[src/rtl/obc_pkg.sv]
// ============================================================================
// obc_pkg
// Shared types and constants of the oriented box corner and bounds core.
// ============================================================================
package obc_pkg;

    // pipeline depth, split between the trig front end and the corner back end
    localparam int SC_STAGES   = 5;
    localparam int CN_STAGES   = 5;
    localparam int PIPE_STAGES = SC_STAGES + CN_STAGES;

    // quarter-wave polynomial, Q1.30
    localparam logic [30:0] Q30_ONE = 31'h4000_0000;
    localparam logic [30:0] POLY_A  = 31'd1686629713;
    localparam logic [29:0] POLY_B  = 30'd688904866;
    localparam logic [26:0] POLY_C  = 27'd76016977;

    // corner codes, local box order
    localparam logic [1:0] CORNER_BL = 2'd0;
    localparam logic [1:0] CORNER_BR = 2'd1;
    localparam logic [1:0] CORNER_TR = 2'd2;
    localparam logic [1:0] CORNER_TL = 2'd3;

    typedef struct packed {
        logic signed [31:0] cx;
        logic signed [31:0] cy;
        logic [30:0]        hw;
        logic [30:0]        hh;
    } t_geom;

    // first-quadrant sine/cosine in Q2.14 plus the quadrant
    typedef struct packed {
        logic [1:0]  quad;
        logic [15:0] s0;
        logic [15:0] c0;
    } t_trig;

    typedef struct packed {
        logic [3:0][31:0] wx;
        logic [3:0][31:0] wy;
        logic [31:0]      min_x;
        logic [31:0]      min_y;
        logic [31:0]      max_x;
        logic [31:0]      max_y;
        logic [15:0]      nx0;
        logic [15:0]      ny0;
        logic [15:0]      nx1;
        logic [15:0]      ny1;
    } t_box_res;

    typedef struct packed {
        logic [PIPE_STAGES-1:0] en;     // per-stage load enable
        logic                   valid;  // last stage holds a box
    } t_pipe_ctl;

endpackage

[src/rtl/obc_if.sv]


interface obc_corner_if;
    logic               valid;
    logic               ready;
    logic [1:0]         corner_index;
    logic signed [31:0] corner_x;
    logic signed [31:0] corner_y;
    logic signed [15:0] normal_x;
    logic signed [15:0] normal_y;
    logic signed [31:0] bound_min_x;
    logic signed [31:0] bound_min_y;
    logic signed [31:0] bound_max_x;
    logic signed [31:0] bound_max_y;
    logic               last;

    modport source (output valid, corner_index, corner_x, corner_y, normal_x, normal_y,
                    bound_min_x, bound_min_y, bound_max_x, bound_max_y, last,
                    input ready);
    modport sink   (input valid, corner_index, corner_x, corner_y, normal_x, normal_y,
                    bound_min_x, bound_min_y, bound_max_x, bound_max_y, last,
                    output ready);
endinterface

[src/rtl/obc_serial.sv]
// ============================================================================
// obc_serial
// Output register: holds one box and issues its four corner transactions.
// ============================================================================
module obc_serial (
    input  logic              i_clk,
    input  logic              i_rst_n,
    input  logic              i_valid,
    input  obc_pkg::t_box_res i_res,
    output logic              o_take,
    obc_corner_if.source      o_corner
);
    import obc_pkg::*;

    logic       r_busy;
    logic [1:0] r_idx;
    t_box_res   r_res;
    logic       w_fire;

    assign w_fire = r_busy & o_corner.ready;
    assign o_take = ~r_busy | (w_fire & (r_idx == CORNER_TL));

    always_ff @(posedge i_clk) begin
        if (!i_rst_n) begin
            r_busy <= 1'b0;
            r_idx  <= CORNER_BL;
        end else if (o_take) begin
            r_busy <= i_valid;
            r_idx  <= CORNER_BL;
        end else if (w_fire) begin
            r_idx  <= r_idx + 2'd1;
        end
    end

    always_ff @(posedge i_clk) begin
        if (o_take && i_valid) begin
            r_res <= i_res;
        end
    end

    always_comb begin
        case (r_idx)
            CORNER_BL: begin
                o_corner.normal_x = r_res.nx0;
                o_corner.normal_y = r_res.ny0;
            end
            CORNER_BR: begin
                o_corner.normal_x = r_res.nx1;
                o_corner.normal_y = r_res.ny1;
            end
            default: begin
                o_corner.normal_x = '0;
                o_corner.normal_y = '0;
            end
        endcase
    end

    assign o_corner.valid        = r_busy;
    assign o_corner.corner_index = r_idx;
    assign o_corner.corner_x     = r_res.wx[r_idx];
    assign o_corner.corner_y     = r_res.wy[r_idx];
    assign o_corner.bound_min_x  = r_res.min_x;
    assign o_corner.bound_min_y  = r_res.min_y;
    assign o_corner.bound_max_x  = r_res.max_x;
    assign o_corner.bound_max_y  = r_res.max_y;
    assign o_corner.last         = (r_idx == CORNER_TL);

endmodule
[src/flat_wrapper.sv]
// flat-port wrapper written by rule: the top's interface ports become plain ports
module obc_serial_flat import obc_pkg::*;
  (i_clk, i_rst_n, i_valid, i_res, o_take, o_corner_valid, o_corner_corner_index, o_corner_corner_x, o_corner_corner_y, o_corner_normal_x, o_corner_normal_y, o_corner_bound_min_x, o_corner_bound_min_y, o_corner_bound_max_x, o_corner_bound_max_y, o_corner_last, o_corner_ready);
  obc_corner_if o_corner_i ();
  input  logic i_clk;
  input  logic i_rst_n;
  input  logic i_valid;
  input  obc_pkg::t_box_res i_res;
  output logic o_take;
  output wire logic [$bits(o_corner_i.valid)-1:0] o_corner_valid;
  output wire logic [$bits(o_corner_i.corner_index)-1:0] o_corner_corner_index;
  output wire logic [$bits(o_corner_i.corner_x)-1:0] o_corner_corner_x;
  output wire logic [$bits(o_corner_i.corner_y)-1:0] o_corner_corner_y;
  output wire logic [$bits(o_corner_i.normal_x)-1:0] o_corner_normal_x;
  output wire logic [$bits(o_corner_i.normal_y)-1:0] o_corner_normal_y;
  output wire logic [$bits(o_corner_i.bound_min_x)-1:0] o_corner_bound_min_x;
  output wire logic [$bits(o_corner_i.bound_min_y)-1:0] o_corner_bound_min_y;
  output wire logic [$bits(o_corner_i.bound_max_x)-1:0] o_corner_bound_max_x;
  output wire logic [$bits(o_corner_i.bound_max_y)-1:0] o_corner_bound_max_y;
  output wire logic [$bits(o_corner_i.last)-1:0] o_corner_last;
  input wire logic [$bits(o_corner_i.ready)-1:0] o_corner_ready;
  assign o_corner_valid = o_corner_i.valid;
  assign o_corner_corner_index = o_corner_i.corner_index;
  assign o_corner_corner_x = o_corner_i.corner_x;
  assign o_corner_corner_y = o_corner_i.corner_y;
  assign o_corner_normal_x = o_corner_i.normal_x;
  assign o_corner_normal_y = o_corner_i.normal_y;
  assign o_corner_bound_min_x = o_corner_i.bound_min_x;
  assign o_corner_bound_min_y = o_corner_i.bound_min_y;
  assign o_corner_bound_max_x = o_corner_i.bound_max_x;
  assign o_corner_bound_max_y = o_corner_i.bound_max_y;
  assign o_corner_last = o_corner_i.last;
  assign o_corner_i.ready = o_corner_ready;
  obc_serial u_core (.i_clk(i_clk), .i_rst_n(i_rst_n), .i_valid(i_valid), .i_res(i_res), .o_take(o_take), .o_corner(o_corner_i));
endmodule
[config.mk]
export PLATFORM = sky130hd
export DESIGN_NAME = obc_serial_flat
export DESIGN_NICKNAME = d
export VERILOG_FILES = /design/src/rtl/obc_pkg.sv /design/src/rtl/obc_if.sv /design/src/rtl/obc_serial.sv /design/src/flat_wrapper.sv
export SDC_FILE = /design/constraint.sdc
export NUM_CORES = 1
export LEC_CHECK = 0
export BUFFER_PORTS_ARGS = -buffer_cell sky130_fd_sc_hd__buf_2
export CAP_MARGIN = 30
export CORE_AREA = 2 2 269 271
export CTS_CLUSTER_SIZE = 16
export DETAILED_ROUTE_END_ITERATION = 6
export DIE_AREA = 0 0 271 273
export PLACE_DENSITY_LB_ADDON = 0.25
export SYNTH_ARGS = -nofsm -noshare
export SYNTH_HDL_FRONTEND = slang
export SYNTH_SLANG_ARGS = --single-unit
export TNS_END_PERCENT = 1
[constraint.sdc]
create_clock -name i_clk -period 39.5 [get_ports i_clk]
set_clock_uncertainty 0.1 [all_clocks]
set_input_delay 3.95 -clock i_clk [delete_from_list [all_inputs] [get_ports i_clk]]
set_output_delay 3.95 -clock i_clk [all_outputs]
set_load 0.005 [all_outputs]
-- Word-level counts from Yosys, hierarchy flattened
Index checks and enable logic that the tools add are counted.
- bits of input ports: 452
- logic and storage cells: 36
- register bits after elaboration: 451
- magnitude comparators: 1
- bitwise gates (word level): 5
- reduce and logical (&&, ||, !) cells: 3
- mux-type cells: 6
- $add $sub $neg: 1
- equal/unequal tests: 2
- operators with widths (operator ; count):
    binary-select mux 32 bit (select 2 bit) ; 2
    two-way mux 32 bit ; 2
    case mux 16 bit (2 select lines) ; 2
    < comparator 2 x 3 -> 1 bit (second input constant) ; 1
    adder 2 x 1 -> 2 bit (second input constant) ; 1
    AND 1 bit ; 2
    == test 2 x 1 -> 1 bit (second input constant) ; 1
    == test 2 bit (second input constant) ; 1
    logical NOT 2 bit ; 1
    NOT 1 bit ; 2
    OR reduction 2 bit ; 1
    logical AND 1 bit ; 1
    bitwise OR 1 bit ; 1

-- Logic depth before layout (Yosys ltp)
- depth in word-level cells: 4
- mapped depth: 6

-- Worst setup path after synthesis
OpenSTA, ideal clock, no wires.
- path type: input-to-reg
- from: input port o_corner_ready
- to: register u_core.r_res, in the netlist u_core.o_corner.bound_max_x[0], enable pin
- library setup time: 1.315 ns
- path buffers: 0
- path slack: 14.453 ns
- cell stages on the path: 2
- arrival: 23.633 ns
- required time: 38.085 ns
- path through: a21boi_0 -> nor2b_1
- cells in the longest elaborated chain, start to end: 4
- RTL lines (what ; line ; source):
    start, declared ; flat_wrapper.sv:21 ; input wire logic [$bits(o_corner_i.ready)-1:0] o_corner_ready;
    AND 1 bit ; obc_serial.sv:20 ; assign w_fire = r_busy & o_corner.ready;
    AND 1 bit ; obc_serial.sv:21 ; assign o_take = ~r_busy | (w_fire & (r_idx == CORNER_TL));
    bitwise OR 1 bit ; obc_serial.sv:21 ;
    logical AND 1 bit ; obc_serial.sv:36 ; if (o_take && i_valid) begin
    end signal, assigned ; obc_serial.sv:37 ; r_res <= i_res;
    end, declared ; obc_serial.sv:17 ; t_box_res r_res;
No other way between the ends.
A chain may end at the register's enable or synchronous reset.

-- Worst setup path after layout
- from: input port o_corner_ready
- to: output port o_take
- cells in the longest elaborated chain, start to end: 3
- RTL lines (what ; line ; source):
    AND 1 bit ; obc_serial.sv:20 ;
    AND 1 bit ; obc_serial.sv:21 ;
    bitwise OR 1 bit ; obc_serial.sv:21 ;
    end, declared ; flat_wrapper.sv:9 ; output logic o_take;
No other way between the ends.

==> impl_metrics.yaml <==
grt:
  met2_usage: 0.200
  grt_pass1_wl_mm: 62.3
  grt_overflow: 0
  grt.busiest_layer: "met2"
  grt_max_degree: 76
  antenna_found_initial: 11
  use_met1: 0.123
  met3_usage: 0.0402
  grt_pass1_vias: 9599
  grt_use_total: 0.113
die:
  initial_utilization: 0.232
  dieArea_sq_um: 74000
  io_pins: 681
  fp.dieW_microns: 271
  die_h_microns: 273
  rows: 98
  core_area_sq_um: 71000
synthesis:
  syn_area_sq_um: 16500
  yosys_warnings: 0
  ys_ff_latch: 451
  netlist_instances: 712
  synth_area_leaders: "edfxtp_1 (82%), mux4_2 (8.3%), buf_4 (5.9%)"
  syn_area_per_cell_sq_um: 23.2
  yosysTopAreaCellShare: 0.816
  synth_edf_count: 448
  ys_types: 22
  synth_top_cells_by_count: "edfxtp_1 (448), buf_4 (130), mux4_2 (61), a22o_1 (32), clkbuf_1 (6)"
  synth.most_common_cell: "edfxtp_1"
  yosys.area.top_type: "edfxtp_1"
  ys_seq_area_frac: 0.819
  synth-async-reset-ratio: 0
  synth_top_flop_cell: "edfxtp_1"
  synth_nets: 1167
setup_path:
  ff2ff_setup_slack_ns: 35.36
  crit_start: "o_corner_ready"
  crit_path_end_kind: "primary output"
  slowest_delay_ns: 0.41
  worstPathArrival_ns: 4.73
  worstSetupPathType: "in2out"
  cp_cell_sequence: "buf_2 -> a21boi_0 -> inv_1 -> buf_2"
  endpoint: "o_take"
  cpMaxStageDelayCell: "a21boi_0"
  cp-start-kind: "input port"
  path_buf_inv: 3
  cp_num_cells: 4
  regToRegStartpoint: "u_core.o_corner.corner_index[1]"
  path_max_fanout: 5
  path_common_cell: "buf_2"
  reg2reg_depth: 5
  crit_family: "compound AO/OA/AOI/OAI gates"
  r2r-end: "u_core.r_res[332]"
  required_ns: 35.45
clocking:
  cts_buffers: 50
  clk_pin_slew_ns: 0.05
  clock-root-buffer: "clkbuf_16"
  cts_max_level: 2
  cts_tree: "built"
  cts_hold_buf: 0
  cts.sinks: 451
  worstSkewPairLatency_ns: 0.57
  cts_buffer_depth: 3
  post_cts_resized: 0
  post_cts_buffers: 0
pwr:
  ir_worst_vdd_uv: 31.0
  powerDensity_nw_per_um2: 50.2
  power_leakage_nw: 8.37
detailed_routing:
  drc: 0
  drt_wl_total_mm: 43.9
  first_pass_iters: 4
  post_drt_via_cell_ratio: 3.82
  postRouteAntennaNets: 0
  drtIter0Drc: 510
  vias: 8815
  routedWlPerCell_microns: 19.1
placement:
  placedCellCount: 2204
  hpwl_mm: 32.0
  portBuffers: 680
  finalWeightedCongestion: 0.808
cells_and_area:
  fin_cells: 2305
  fin_nets: 1762
  post_route_cells_drive_above_1_share: 0.610
  synthToLayoutAreaGrowth_pct: 31.6
min_path:
  hold_start: "u_core.o_corner.valid"
  hold_path.class: "reg2reg"
job:
  maxCapViolCount: 0
timing:
  slew_headroom: 0.360
  worstMarginPinSlew_ns: 0.960
  period_share: 0.222
  rsz0062_at_grt: "no"
  slew_violations: 0
  finalHoldViolations: 0
  setup_tns_ns: 0
  clock.fmax_ghz: 0.114
  setup_viol: 0
  layout_min_cycle_time_ns: 8.78
run_status:
  status: "complete, no violations"
per-stage QoR:
| stage | power [mW] | hold slack, ns | setup WS (ns) | utilization | area, sq um |
|---|---|---|---|---|---|
| finish | 1.09 | 0.368 | 30.72 | 0.306 | 21700 |
| global route | 1.13 | 0.412 | 30.66 | 0.306 | 21700 |
| CTS | 1.11 | 0.372 | 30.71 | 0.305 | 21700 |
| detailed placement | 0.646 | 0.363 | 30.71 | 0.283 | 20100 |
| global placement | 0.644 | 0.360 | 30.69 | 0.282 | 20000 |
| floorplan | 0.626 | 0.361 | 14.45 | - | 16500 |
layout by cell type, fill, tap and decap left out:
master      Yosys  layout
nand3b_1        1       1
buf_2           5     680
dfxtp_4         0       2
nand2b_1        2       2
edfxtp_1      448     448
clkinv_2        0       3
clkbuf_1        6      11
mux4_1          3       3
clkinv_4        0       1
inv_6           0       2
nor2b_4         0       1
dfxtp_1         3       1
buf_16          0       2
clkinvlp_4      0       3
or3b_2          1       1
buf_4         130      10
clkbuf_16       0      51
nand2_1         1       1
mux4_2         61      61
bufinv_16       0       5
clkinv_1        0      16
ha_1            3       3
diode_2         0       8
a22o_1         32      32
a21oi_1         2       2
a21boi_0        1       1
o21a_1          1       1
inv_1           3       3
cell type report:
class	instances	area [sq um]
tap	950	1190
sequential	451	13500
fill	7089	49300
inverter	3	11.3
antenna	8	20.0
clock buffer	62	1320
multi-input combinational	109	1840
clock inverter	30	274
timing repair buffer	692	3530
logic make-up after synthesis:
family                     share of synthesized area
buffers and inverters                         0.0696
AOI/OAI and AO/OA                             0.0185
muxes                                         0.0881
DFF                                            0.819
and+or+nand+nor                              0.00235
adders and majority gates                    0.00228
power breakdown:
group          total (mW)  internal (mW)  leakage, nW  switching (mW)
Sequential          0.565          0.559         4.29         0.00671
Combinational      0.0687         0.0350         3.32          0.0336
Clock               0.456          0.268        0.763           0.187
Total                1.09          0.862         8.37           0.227
how the worst min path moves through the flow:
| stage | to | slack [ns] | cells after the start |
|---|---|---|---|
| finish | u_core.o_corner.corner_index[0] | 0.37 | 2 |
| global route | u_core.o_corner.corner_index[0] | 0.41 | 2 |
| CTS | u_core.o_corner.corner_index[0] | 0.37 | 2 |
| detailed placement | u_core.o_corner.corner_index[0] | 0.36 | 2 |
| global placement | u_core.o_corner.corner_index[1] | 0.36 | 2 |
| floorplan | u_core.o_corner.corner_index[0] | 0.36 | 2 |
sequential cells by signal, indices dropped and copies added (netlist names):
register,cells
u_core.o_corner.bound_max_x,32
u_core.o_corner.bound_max_y,32
u_core.o_corner.bound_min_y,32
u_core.o_corner.valid,1
u_core.o_corner.corner_index,2
u_core.r_res,320
u_core.o_corner.bound_min_x,32
worst min-delay path, cell delays in order, from the launching register on:
cell and delay, ns:
dfxtp_1 0.31, nand2_1 0.07, a21oi_1 0.04
per-layer routing:
layer	vias up	part of all wire
met4	6	0.030
met3	82	0.080
li1	3960	-
met1	4402	0.36
met5	-	0.00087
met2	365	0.52
Note: power is estimated with default switching activity, not from simulation.
