--- src/rtl/obc_pkg.sv ---
// ============================================================================
// obc_pkg
// Shared types and constants of the oriented box corner and bounds core.
// ============================================================================
package obc_pkg;

    // pipeline depth, split between the trig front end and the corner back end
    localparam int SC_STAGES   = 5;
    localparam int CN_STAGES   = 5;
    localparam int PIPE_STAGES = SC_STAGES + CN_STAGES;

    // quarter-wave polynomial, Q1.30
    localparam logic [30:0] Q30_ONE = 31'h4000_0000;
    localparam logic [30:0] POLY_A  = 31'd1686629713;
    localparam logic [29:0] POLY_B  = 30'd688904866;
    localparam logic [26:0] POLY_C  = 27'd76016977;

    // corner codes, local box order
    localparam logic [1:0] CORNER_BL = 2'd0;
    localparam logic [1:0] CORNER_BR = 2'd1;
    localparam logic [1:0] CORNER_TR = 2'd2;
    localparam logic [1:0] CORNER_TL = 2'd3;

    typedef struct packed {
        logic signed [31:0] cx;
        logic signed [31:0] cy;
        logic [30:0]        hw;
        logic [30:0]        hh;
    } t_geom;

    // first-quadrant sine/cosine in Q2.14 plus the quadrant
    typedef struct packed {
        logic [1:0]  quad;
        logic [15:0] s0;
        logic [15:0] c0;
    } t_trig;

    typedef struct packed {
        logic [3:0][31:0] wx;
        logic [3:0][31:0] wy;
        logic [31:0]      min_x;
        logic [31:0]      min_y;
        logic [31:0]      max_x;
        logic [31:0]      max_y;
        logic [15:0]      nx0;
        logic [15:0]      ny0;
        logic [15:0]      nx1;
        logic [15:0]      ny1;
    } t_box_res;

    typedef struct packed {
        logic [PIPE_STAGES-1:0] en;     // per-stage load enable
        logic                   valid;  // last stage holds a box
    } t_pipe_ctl;

endpackage

--- src/rtl/obc_pipe_ctl.sv ---
// ============================================================================
// obc_pipe_ctl
// Valid bits and per-stage load enables of the box pipeline.
// ============================================================================
module obc_pipe_ctl (
    input  logic               i_clk,
    input  logic               i_rst_n,
    input  logic               i_in_valid,
    input  logic               i_take,
    output logic               o_in_ready,
    output obc_pkg::t_pipe_ctl o_ctl
);
    import obc_pkg::*;

    logic [PIPE_STAGES-1:0] r_valid;
    logic [PIPE_STAGES-1:0] n_valid;
    logic [PIPE_STAGES-1:0] w_rdy;

    // a stage may load if the tail drains or any stage from here on is empty
    for (genvar i = 0; i < PIPE_STAGES; i++) begin : g_rdy
        assign w_rdy[i] = i_take | ~(&r_valid[PIPE_STAGES-1:i]);
    end

    always_comb begin
        n_valid = r_valid;
        if (w_rdy[0]) begin
            n_valid[0] = i_in_valid;
        end
        for (int i = 1; i < PIPE_STAGES; i++) begin
            if (w_rdy[i]) begin
                n_valid[i] = r_valid[i-1];
            end
        end
    end

    always_ff @(posedge i_clk) begin
        if (!i_rst_n) begin
            r_valid <= '0;
        end else begin
            r_valid <= n_valid;
        end
    end

    assign o_in_ready  = w_rdy[0];
    assign o_ctl.en    = w_rdy;
    assign o_ctl.valid = r_valid[PIPE_STAGES-1];

endmodule

--- config.mk ---
export PLATFORM = sky130hd
export DESIGN_NAME = obc_pipe_ctl
export DESIGN_NICKNAME = d
export VERILOG_FILES = /design/src/rtl/obc_pkg.sv /design/src/rtl/obc_pipe_ctl.sv
export SDC_FILE = /design/constraint.sdc
export NUM_CORES = 1
export LEC_CHECK = 0
export BUFFER_PORTS_ARGS = -buffer_cell sky130_fd_sc_hd__clkbuf_2
export CORE_MARGIN = 4
export CORE_UTILIZATION = 25
export DETAILED_ROUTE_END_ITERATION = 7
export GPL_ROUTABILITY_DRIVEN = 1
export HOLD_SLACK_MARGIN = 0.1
export SLEW_MARGIN = 25
export SYNTH_ARGS = -nofsm -noshare
export SYNTH_HDL_FRONTEND = slang
export SYNTH_SLANG_ARGS = --single-unit
--- constraint.sdc ---
create_clock -name i_clk -period 1.15 [get_ports i_clk]
set_clock_uncertainty 0.05 [all_clocks]
set_input_delay 0 -clock i_clk [delete_from_list [all_inputs] [get_ports i_clk]]
set_output_delay 0 -clock i_clk [all_outputs]
set_load 0.1 [all_outputs]
-- After elaboration in Yosys (flattened, before gate mapping)
Index checks and enable logic that the tools add are counted.
- register bits after elaboration: 10
- bits in latches: 0
- memory bits (writable): 0
- ROM bits: 0
- input bits: 4
- memories: 0
- $add $sub $neg: 0
- $mul: 0
- div/mod/pow operators: 0
- $lt $le $gt $ge: 0
- eq/ne operators: 0
- shift-type cells: 0
- multiplexer cells: 0
- bitwise operators: 20
- reductions and logical operators: 9
- operators by type and width (operator ; number):
    inverter 1 bit ; 10
    bitwise OR 1 bit ; 10
    AND reduction 10 bit ; 1
    AND reduction 9 bit ; 1
    AND reduction 8 bit ; 1
    AND reduction 7 bit ; 1
    AND reduction 6 bit ; 1
    AND reduction 5 bit ; 1
    AND reduction 4 bit ; 1
    AND reduction 3 bit ; 1
    AND reduction 2 bit ; 1

-- Longest topological paths before layout
Gate-level depths: netlist (run 1).
- word-level depth: 3
- depth in mapped cells: 5

-- Worst setup path after synthesis (run 1)
OpenSTA, ideal clock, no wires.
- path kind: register -> output
- start point: register r_valid[8]
- end point: output port o_ctl[1] (netlist name)
- arrival: 2328 ps
- required time: 1100 ps
- slack: -1228 ps
- stages on the path, launching flop included: 5
- cell sequence: dfxtp_1 -> and4b_1 -> and3_4 -> nand4_1 -> buf_4
- word-level cells in the longest chain between the ends: 3
- RTL lines (element ; line ; source):
    start: declaration ; obc_pipe_ctl.sv:15 ; logic [PIPE_STAGES-1:0] r_valid;
    start signal: assignment ; obc_pipe_ctl.sv:40 ; r_valid <= n_valid;
    AND reduction 10 bit ; obc_pipe_ctl.sv:21 ; assign w_rdy[i] = i_take | ~(&r_valid[PIPE_STAGES-1:i]);
    inverter 1 bit ; obc_pipe_ctl.sv:21 ;
    bitwise OR 1 bit ; obc_pipe_ctl.sv:21 ;
    end: declaration ; obc_pipe_ctl.sv:11 ; output obc_pkg::t_pipe_ctl o_ctl
Every way passes these cells.

==> flow_metrics.env, run 1 <==
export IMPL_status="finished, violations left"
export IMPL_failed_checks="negative setup slack"
export IMPL_drive_gt1_share_pct=61.73
export IMPL_final_min_clock_period_ns=1.553
export IMPL_muxShareOfSynthArea_pct=0
export IMPL_htree_levels=1
export IMPL_synth_edf_count=0
export IMPL_r2r_cells=7
export IMPL_min_period_over_period_pct=135.0
export IMPL_synthAdderAreaFrac_pct=0
export IMPL_r2r_setup_slack_ns=-0.26
export IMPL_cts_sinks=10
export IMPL_port_buffers=15
export IMPL_final_hold_worst_slack_ns=0.04503
export IMPL_r2r_end="r_valid[6]"
export IMPL_leakage_nw=0.4103
export IMPL_avgSynthCellArea_um2=8.658
export IMPL_io_pins=16
export IMPL_fill_cells=130
export IMPL_wirelength_um=1209
export IMPL_synth_ff_type="dfxtp_1"
export IMPL_worstMarginPinSlew_ns=0.3270
export IMPL_setup_viol=18
export IMPL_grt_pass1_vias=484
export IMPL_synthXorXnorAreaFrac_pct=0
export IMPL_synth_area_leaders="dfxtp_1 46%, nand2_1 8.7%, o21ai_2 6.1%"
export IMPL_rows=14
export IMPL_synth_warnings=0
export IMPL_ys_ff_latch=10
export IMPL_syn2layout_area_growth_pct=118.5
export IMPL_cap_viol_max_count=0
export IMPL_ys_seq_area_share_pct=46.24
export IMPL_grt_usage_pct=12.14
export IMPL_hold_violations=0
export IMPL_yosysUniqueCellTypes=19
export IMPL_syn_instance_count=50
export IMPL_slew_limit_headroom_pct=78.17
export IMPL_gp_congestion=0.6530
export IMPL_worstPathRequired_ns=1.10
export IMPL_crit_path_start_kind="flop"
export IMPL_wl_per_cell_um=12.46
export IMPL_top_register="r_valid"
export IMPL_cellPowerDensity_nw_per_um2=746.4
export IMPL_synthTopCellsByCount="10 x dfxtp_1, 10 x nand2_1, 4 x nand3_1"
export IMPL_dp_hpwl_um=717.6
export IMPL_die_w_um=49.62
export IMPL_largestRegisters="r_valid (10)"
export IMPL_clock_fmax_mhz=643.9
export IMPL_synth_simple_gate_area_share_pct=28.03
export IMPL_ys_async_sr_fraction_pct=0
export IMPL_postLayoutCellArea_um2=945.9
export IMPL_cts_buffers=3
export IMPL_clockBufferDepth=2
export IMPL_start_util_pct=27.46
export IMPL_grt_pass1_wl_um=2194
export IMPL_r2r_start="r_valid[8]"
export IMPL_hold_start="i_take"
export IMPL_clockRootBuffer="clkbuf_4"
export IMPL_hold_depth=3
export IMPL_nets=86
export IMPL_antenna_found_initial=0
export IMPL_grt_ovfl_total=0
export IMPL_dr_total_vias=454
export IMPL_drc_errors=0
export IMPL_die_area_um2=2462
export IMPL_worst_hold_path_endpoint="r_valid[9]"
export IMPL_path_clk_slew_ns=0.07
export IMPL_synth_area_um2=432.9
export IMPL_synth_top_cell_area_share_pct=46.24
export IMPL_hold_buffers=2
export IMPL_cts_tree="done"
export IMPL_drtPass1Iterations=3
export IMPL_grt_start_max_net_pins=16
export IMPL_post_synth_top_area_cell="dfxtp_1"
export IMPL_grt_setup_unrepaired="true"
export IMPL_maxSlewViolCount=0
export IMPL_vias_per_cell=4.680
export IMPL_placed_cell_area_um2=758.2
export IMPL_cp_max_fo=3
export IMPL_synth_top_family_by_area="simple AND/OR/NAND/NOR gates"
export IMPL_die_height_um=49.62
export IMPL_vdd_drop_max_mv=0.6523
export IMPL_syn_num_nets=54
export IMPL_core_um2=1577
export IMPL_end_kind="output pin"
export IMPL_synth_compound_area_share_pct=16.47
export IMPL_setup_slack_ns=-0.4029
export IMPL_first_iter_violations=1
export IMPL_worst_setup_path_type="flop to output pin"
export IMPL_largest_reg_flops=10
export IMPL_clock_latency_ns=0.27
export IMPL_antennaDiodeCount=0
export IMPL_critical_path_arrival_ns=1.50
export IMPL_drtAntennaViolNets=0
export IMPL_min_path_type="input port to flop"
==> kinds of logic after synthesis <==
logic type	count (synthesis)
compound gates	10
flops	10
buf+inv	8
simple gates	22
==> worst max path at each step <==
stage	from	endpoint	slack [ns]	cells past startpoint
3_5_place_dp	r_valid[9]	o_ctl[5]	-0.16	5
2_1_floorplan	r_valid[5]	o_ctl[1]	-1.15	4
6_report	r_valid[8]	o_ctl[1]	-0.40	5
5_1_grt	r_valid[8]	o_ctl[1]	-0.47	5
3_3_place_gp	r_valid[9]	o_ctl[5]	-0.13	5
4_1_cts	r_valid[8]	o_ctl[7]	-0.38	6
==> layout make-up <==
| cell class | instances | area (um^2) | share of cell area (%) |
|---|---|---|---|
| inverter | 5 | 47.55 | 5.026 |
| tap | 16 | 20.02 | 2.116 |
| timing repair buffer | 30 | 406.6 | 42.99 |
| multi-input combinational | 32 | 231.5 | 24.47 |
| sequential | 10 | 203.9 | 21.56 |
| clock buffer | 4 | 36.28 | 3.836 |
==> what timing repair did <==
item / CTS / global route
resized for setup: 14 / 9
pin swaps: 8 / 6
hold endpoints to repair: 10 / 1
gates cloned: 0 / 0
buffers inserted: 8 / 1
setup endpoints to repair: 16 / 18
==> stage by stage <==
step	worst slack [ns]	std cells	total power, mW	TNS (ns)	util (%)
after floorplan	-1.147	50	0.3762	-3.773	-
after global placement	-0.1286	84	0.3862	-0.5066	48.10
after detailed placement	-0.1554	84	0.3873	-0.6755	48.10
after CTS	-0.3821	98	0.7219	-4.823	59.05
after global routing	-0.4746	97	0.7437	-5.868	60.00
final	-0.4029	97	0.7061	-4.580	60.00
==> critical path, stage by stage, from the launching register on <==
cell	delay (ns)
dfxtp_2	0.33
and4b_1	0.24
and3_4	0.21
nand4_1	0.12
buf_6	0.17
buf_12	0.16
==> report_power, final <==
group	total [mW]	switching, mW	internal [mW]
clock	0.318	0.126	0.193
combinational	0.0292	0.0145	0.0147
sequential	0.359	0.00702	0.352
==> placed cells by master, fill, tap and decap left out <==
master,netlist,final
and3_4,1,1
buf_4,2,4
nand2_4,0,1
nor2b_1,2,2
dfxtp_2,0,3
clkbuf_8,0,1
o21ai_2,3,5
a21oi_1,1,1
o21a_1,3,3
dlygate4sd3_1,0,2
nand3_2,0,1
nand2_2,0,1
nand3_1,4,2
buf_6,0,9
clkbuf_2,0,3
nand4_1,2,2
nor2_4,1,1
buf_12,0,12
dfxtp_1,10,7
a21boi_2,0,1
nand2_1,10,8
inv_1,2,2
bufinv_8,0,1
clkbuf_4,0,3
nand3_4,0,1
inv_8,0,2
and3_1,1,1
and4b_1,1,1
==> per-layer routing <==
layer / share of wire [%] / track usage (%) / vias up
li1: - / - / 229
met1: 38 / 12.11 / 212
met2: 55 / 21.15 / 11
met3: 5.2 / 4.819 / 2
met4: 1.9 / 6.912 / 0
met5: 0 / 0 / -
No activity file was read; power rests on OpenSTA's default activity.
==> run 2: changes to the inputs <==
--- a/config.mk
+++ b/config.mk
@@ -8,6 +8,7 @@
 export BUFFER_PORTS_ARGS = -buffer_cell sky130_fd_sc_hd__clkbuf_2
 export CORE_MARGIN = 4
 export CORE_UTILIZATION = 25
+export CTS_BUF_LIST = sky130_fd_sc_hd__clkbuf_16
 export DETAILED_ROUTE_END_ITERATION = 7
 export GPL_ROUTABILITY_DRIVEN = 1
 export HOLD_SLACK_MARGIN = 0.1
==> flow_metrics.env, run 2 (same netlist as run 1, synthesis figures left out) <==
export IMPL_critPathSlowestCell="dfxtp_2"
export IMPL_antenna_found_initial=0
export IMPL_final_min_clock_period_ns=1.512
export IMPL_clockBufferDepth=2
export IMPL_slew_limit_headroom_pct=77.95
export IMPL_htree_levels=1
export IMPL_setup_slack_ns=-0.3624
export IMPL_instances_no_fill=95
export IMPL_vias_per_cell=4.737
export IMPL_port_buffers=15
export IMPL_clock_latency_ns=0.24
export IMPL_worst_hold_path_endpoint="r_valid[9]"
export IMPL_worstMarginPinSlew_ns=0.3302
export IMPL_grt_start_max_net_pins=16
export IMPL_drtAntennaViolNets=0
export IMPL_r2r_cells=7
export IMPL_die_w_um=49.62
export IMPL_sw_frac_of_total_pct=17.97
export IMPL_critPathTopFamily="simple AND/OR/NAND/NOR gates"
export IMPL_slowest_delay_ns=0.32
export IMPL_switchingPower_uw=180.1
export IMPL_min_period_over_period_pct=131.5
export IMPL_io_pins=16
export IMPL_r2r_setup_slack_ns=-0.24
export IMPL_grt_ovfl_total=0
export IMPL_grt_usage_pct=11.95
export IMPL_drc_errors=0
export IMPL_clock_fmax_mhz=661.2
export IMPL_crit_path_start_kind="flop"
export IMPL_worstPathRequired_ns=1.10
export IMPL_first_iter_violations=3
export IMPL_layout_commonest_cell="buf_12"
export IMPL_layout_common_cells="12 x buf_12, 8 x nand2_1, 8 x buf_6"
export IMPL_wl_per_cell_um=12.75
export IMPL_clockRootBuffer="clkbuf_16"
export IMPL_largest_reg_flops=10
export IMPL_core_um2=1577
export IMPL_path_clk_slew_ns=0.04
export IMPL_antennaDiodeCount=0
export IMPL_die_height_um=49.62
export IMPL_rows=14
export IMPL_hold_start="i_take"
export IMPL_multiInputGateArea_um2=231.5
export IMPL_pwr_share_clk_pct=61.3
export IMPL_gp_congestion=0.6530
export IMPL_crit_cells=5
export IMPL_dr_total_vias=450
export IMPL_cp_max_fo=3
export IMPL_vdd_drop_max_mv=1.057
export IMPL_dp_hpwl_um=717.6
export IMPL_worst_setup_path_type="flop to output pin"
export IMPL_min_path_type="input port to flop"
export IMPL_drive_gt1_share_pct=60.76
export IMPL_wirelength_um=1211
export IMPL_die_area_um2=2462
export IMPL_maxSlewViolCount=0
export IMPL_cellPowerDensity_nw_per_um2=1036
export IMPL_power_frac_seq_pct=36.0
export IMPL_seq_area_um2=203.9
export IMPL_critPathBufInv=2
export IMPL_place_inst=84
export IMPL_hold_depth=3
export IMPL_grt_pass1_wl_um=2152
export IMPL_hold_violations=0
export IMPL_grt_pass1_vias=479
export IMPL_r2r_end="r_valid[5]"
export IMPL_leakage_nw=0.4175
export IMPL_status="finished, violations left"
export IMPL_cts_buffers=3
export IMPL_nets=84
export IMPL_fill_cells=132
export IMPL_top_register="r_valid"
export IMPL_cp_cell_sequence="and4b_1 > and3_4 > nand4_1 > buf_6 > buf_12"
export IMPL_final_hold_worst_slack_ns=0.08220
export IMPL_critical_path_arrival_ns=1.46
export IMPL_setup_viol=18
export IMPL_grt_setup_unrepaired="true"
export IMPL_cts_sinks=10
export IMPL_syn2layout_area_growth_pct=123.4
export IMPL_start_util_pct=27.46
export IMPL_cap_viol_max_count=0
export IMPL_largestRegisters="r_valid (10)"
export IMPL_p_int_uw=821.8
export IMPL_end_kind="output pin"
export IMPL_r2r_start="r_valid[8]"
export IMPL_drtPass1Iterations=2
export IMPL_failed_checks="negative setup slack"
export IMPL_combPwrFrac_pct=2.7
export IMPL_cts_tree="done"
-- run 2: area by class of cell --
class / instances / area share (%)
multi-input combinational: 32 / 23.93
clock inverter: 1 / 0.3881
sequential: 10 / 21.09
clock buffer: 3 / 7.762
inverter: 5 / 4.916
tap: 16 / 2.070
timing repair buffer: 28 / 39.84
-- run 2: per-stage QoR --
step           setup WS (ns)  TNS, ns  util (%)  power [mW]  instance area, um^2
6_report             -0.3624   -4.002     61.35       1.002                967.2
5_1_grt              -0.4185   -5.080     61.35       1.044                967.2
4_1_cts              -0.3298   -4.028     60.63       1.016                955.9
3_5_place_dp         -0.1554  -0.6755     48.10      0.3873                758.2
3_3_place_gp         -0.1286  -0.5066     48.10      0.3862                758.2
2_1_floorplan         -1.147   -3.773         -      0.3762                464.2
-- run 2: repair_timing --
item | CTS | global route
pin swaps | 7 | 6
hold buffers | 1 | 0
hold endpoints to repair | 2 | 0
endpoints found under the setup margin | 15 | 18
buffers inserted | 7 | 1
resized for setup | 14 | 8
-- run 2: power by group through the flow --
stage	Sequential [mW]	Combinational (mW)	Clock [mW]
finish	0.361	0.0269	0.614
global route	0.361	0.0299	0.653
CTS	0.361	0.0254	0.629
detailed placement	0.365	0.0221	0
floorplan	0.364	0.0122	0
global placement	0.365	0.0215	0
-- run 2: worst max path at each step --
| stage | to | start | slack [ns] |
|---|---|---|---|
| 2_1_floorplan | o_ctl[1] | r_valid[5] | -1.15 |
| 3_3_place_gp | o_ctl[5] | r_valid[9] | -0.13 |
| 3_5_place_dp | o_ctl[5] | r_valid[9] | -0.16 |
| 4_1_cts | o_ctl[7] | r_valid[8] | -0.33 |
| 5_1_grt | o_ctl[1] | r_valid[8] | -0.42 |
| 6_report | o_in_ready | r_valid[8] | -0.36 |
-- run 2: routing by layer --
| layer | global-route usage [%] | up-vias | routed length (um) |
|---|---|---|---|
| met5 | 0 | - | 0 |
| li1 | - | 226 | - |
| met4 | 6.912 | 0 | 23 |
| met2 | 20.48 | 10 | 657 |
| met1 | 12.11 | 212 | 480 |
| met3 | 4.819 | 2 | 50 |
-- run 2: worst reg2reg max path, cell delays in order, from the launching register on --
cell,delay [ns]
dfxtp_2,0.32
and4b_1,0.24
bufinv_8,0.20
nor2_4,0.13
buf_6,0.14
inv_8,0.03
buf_6,0.11
o21ai_2,0.11
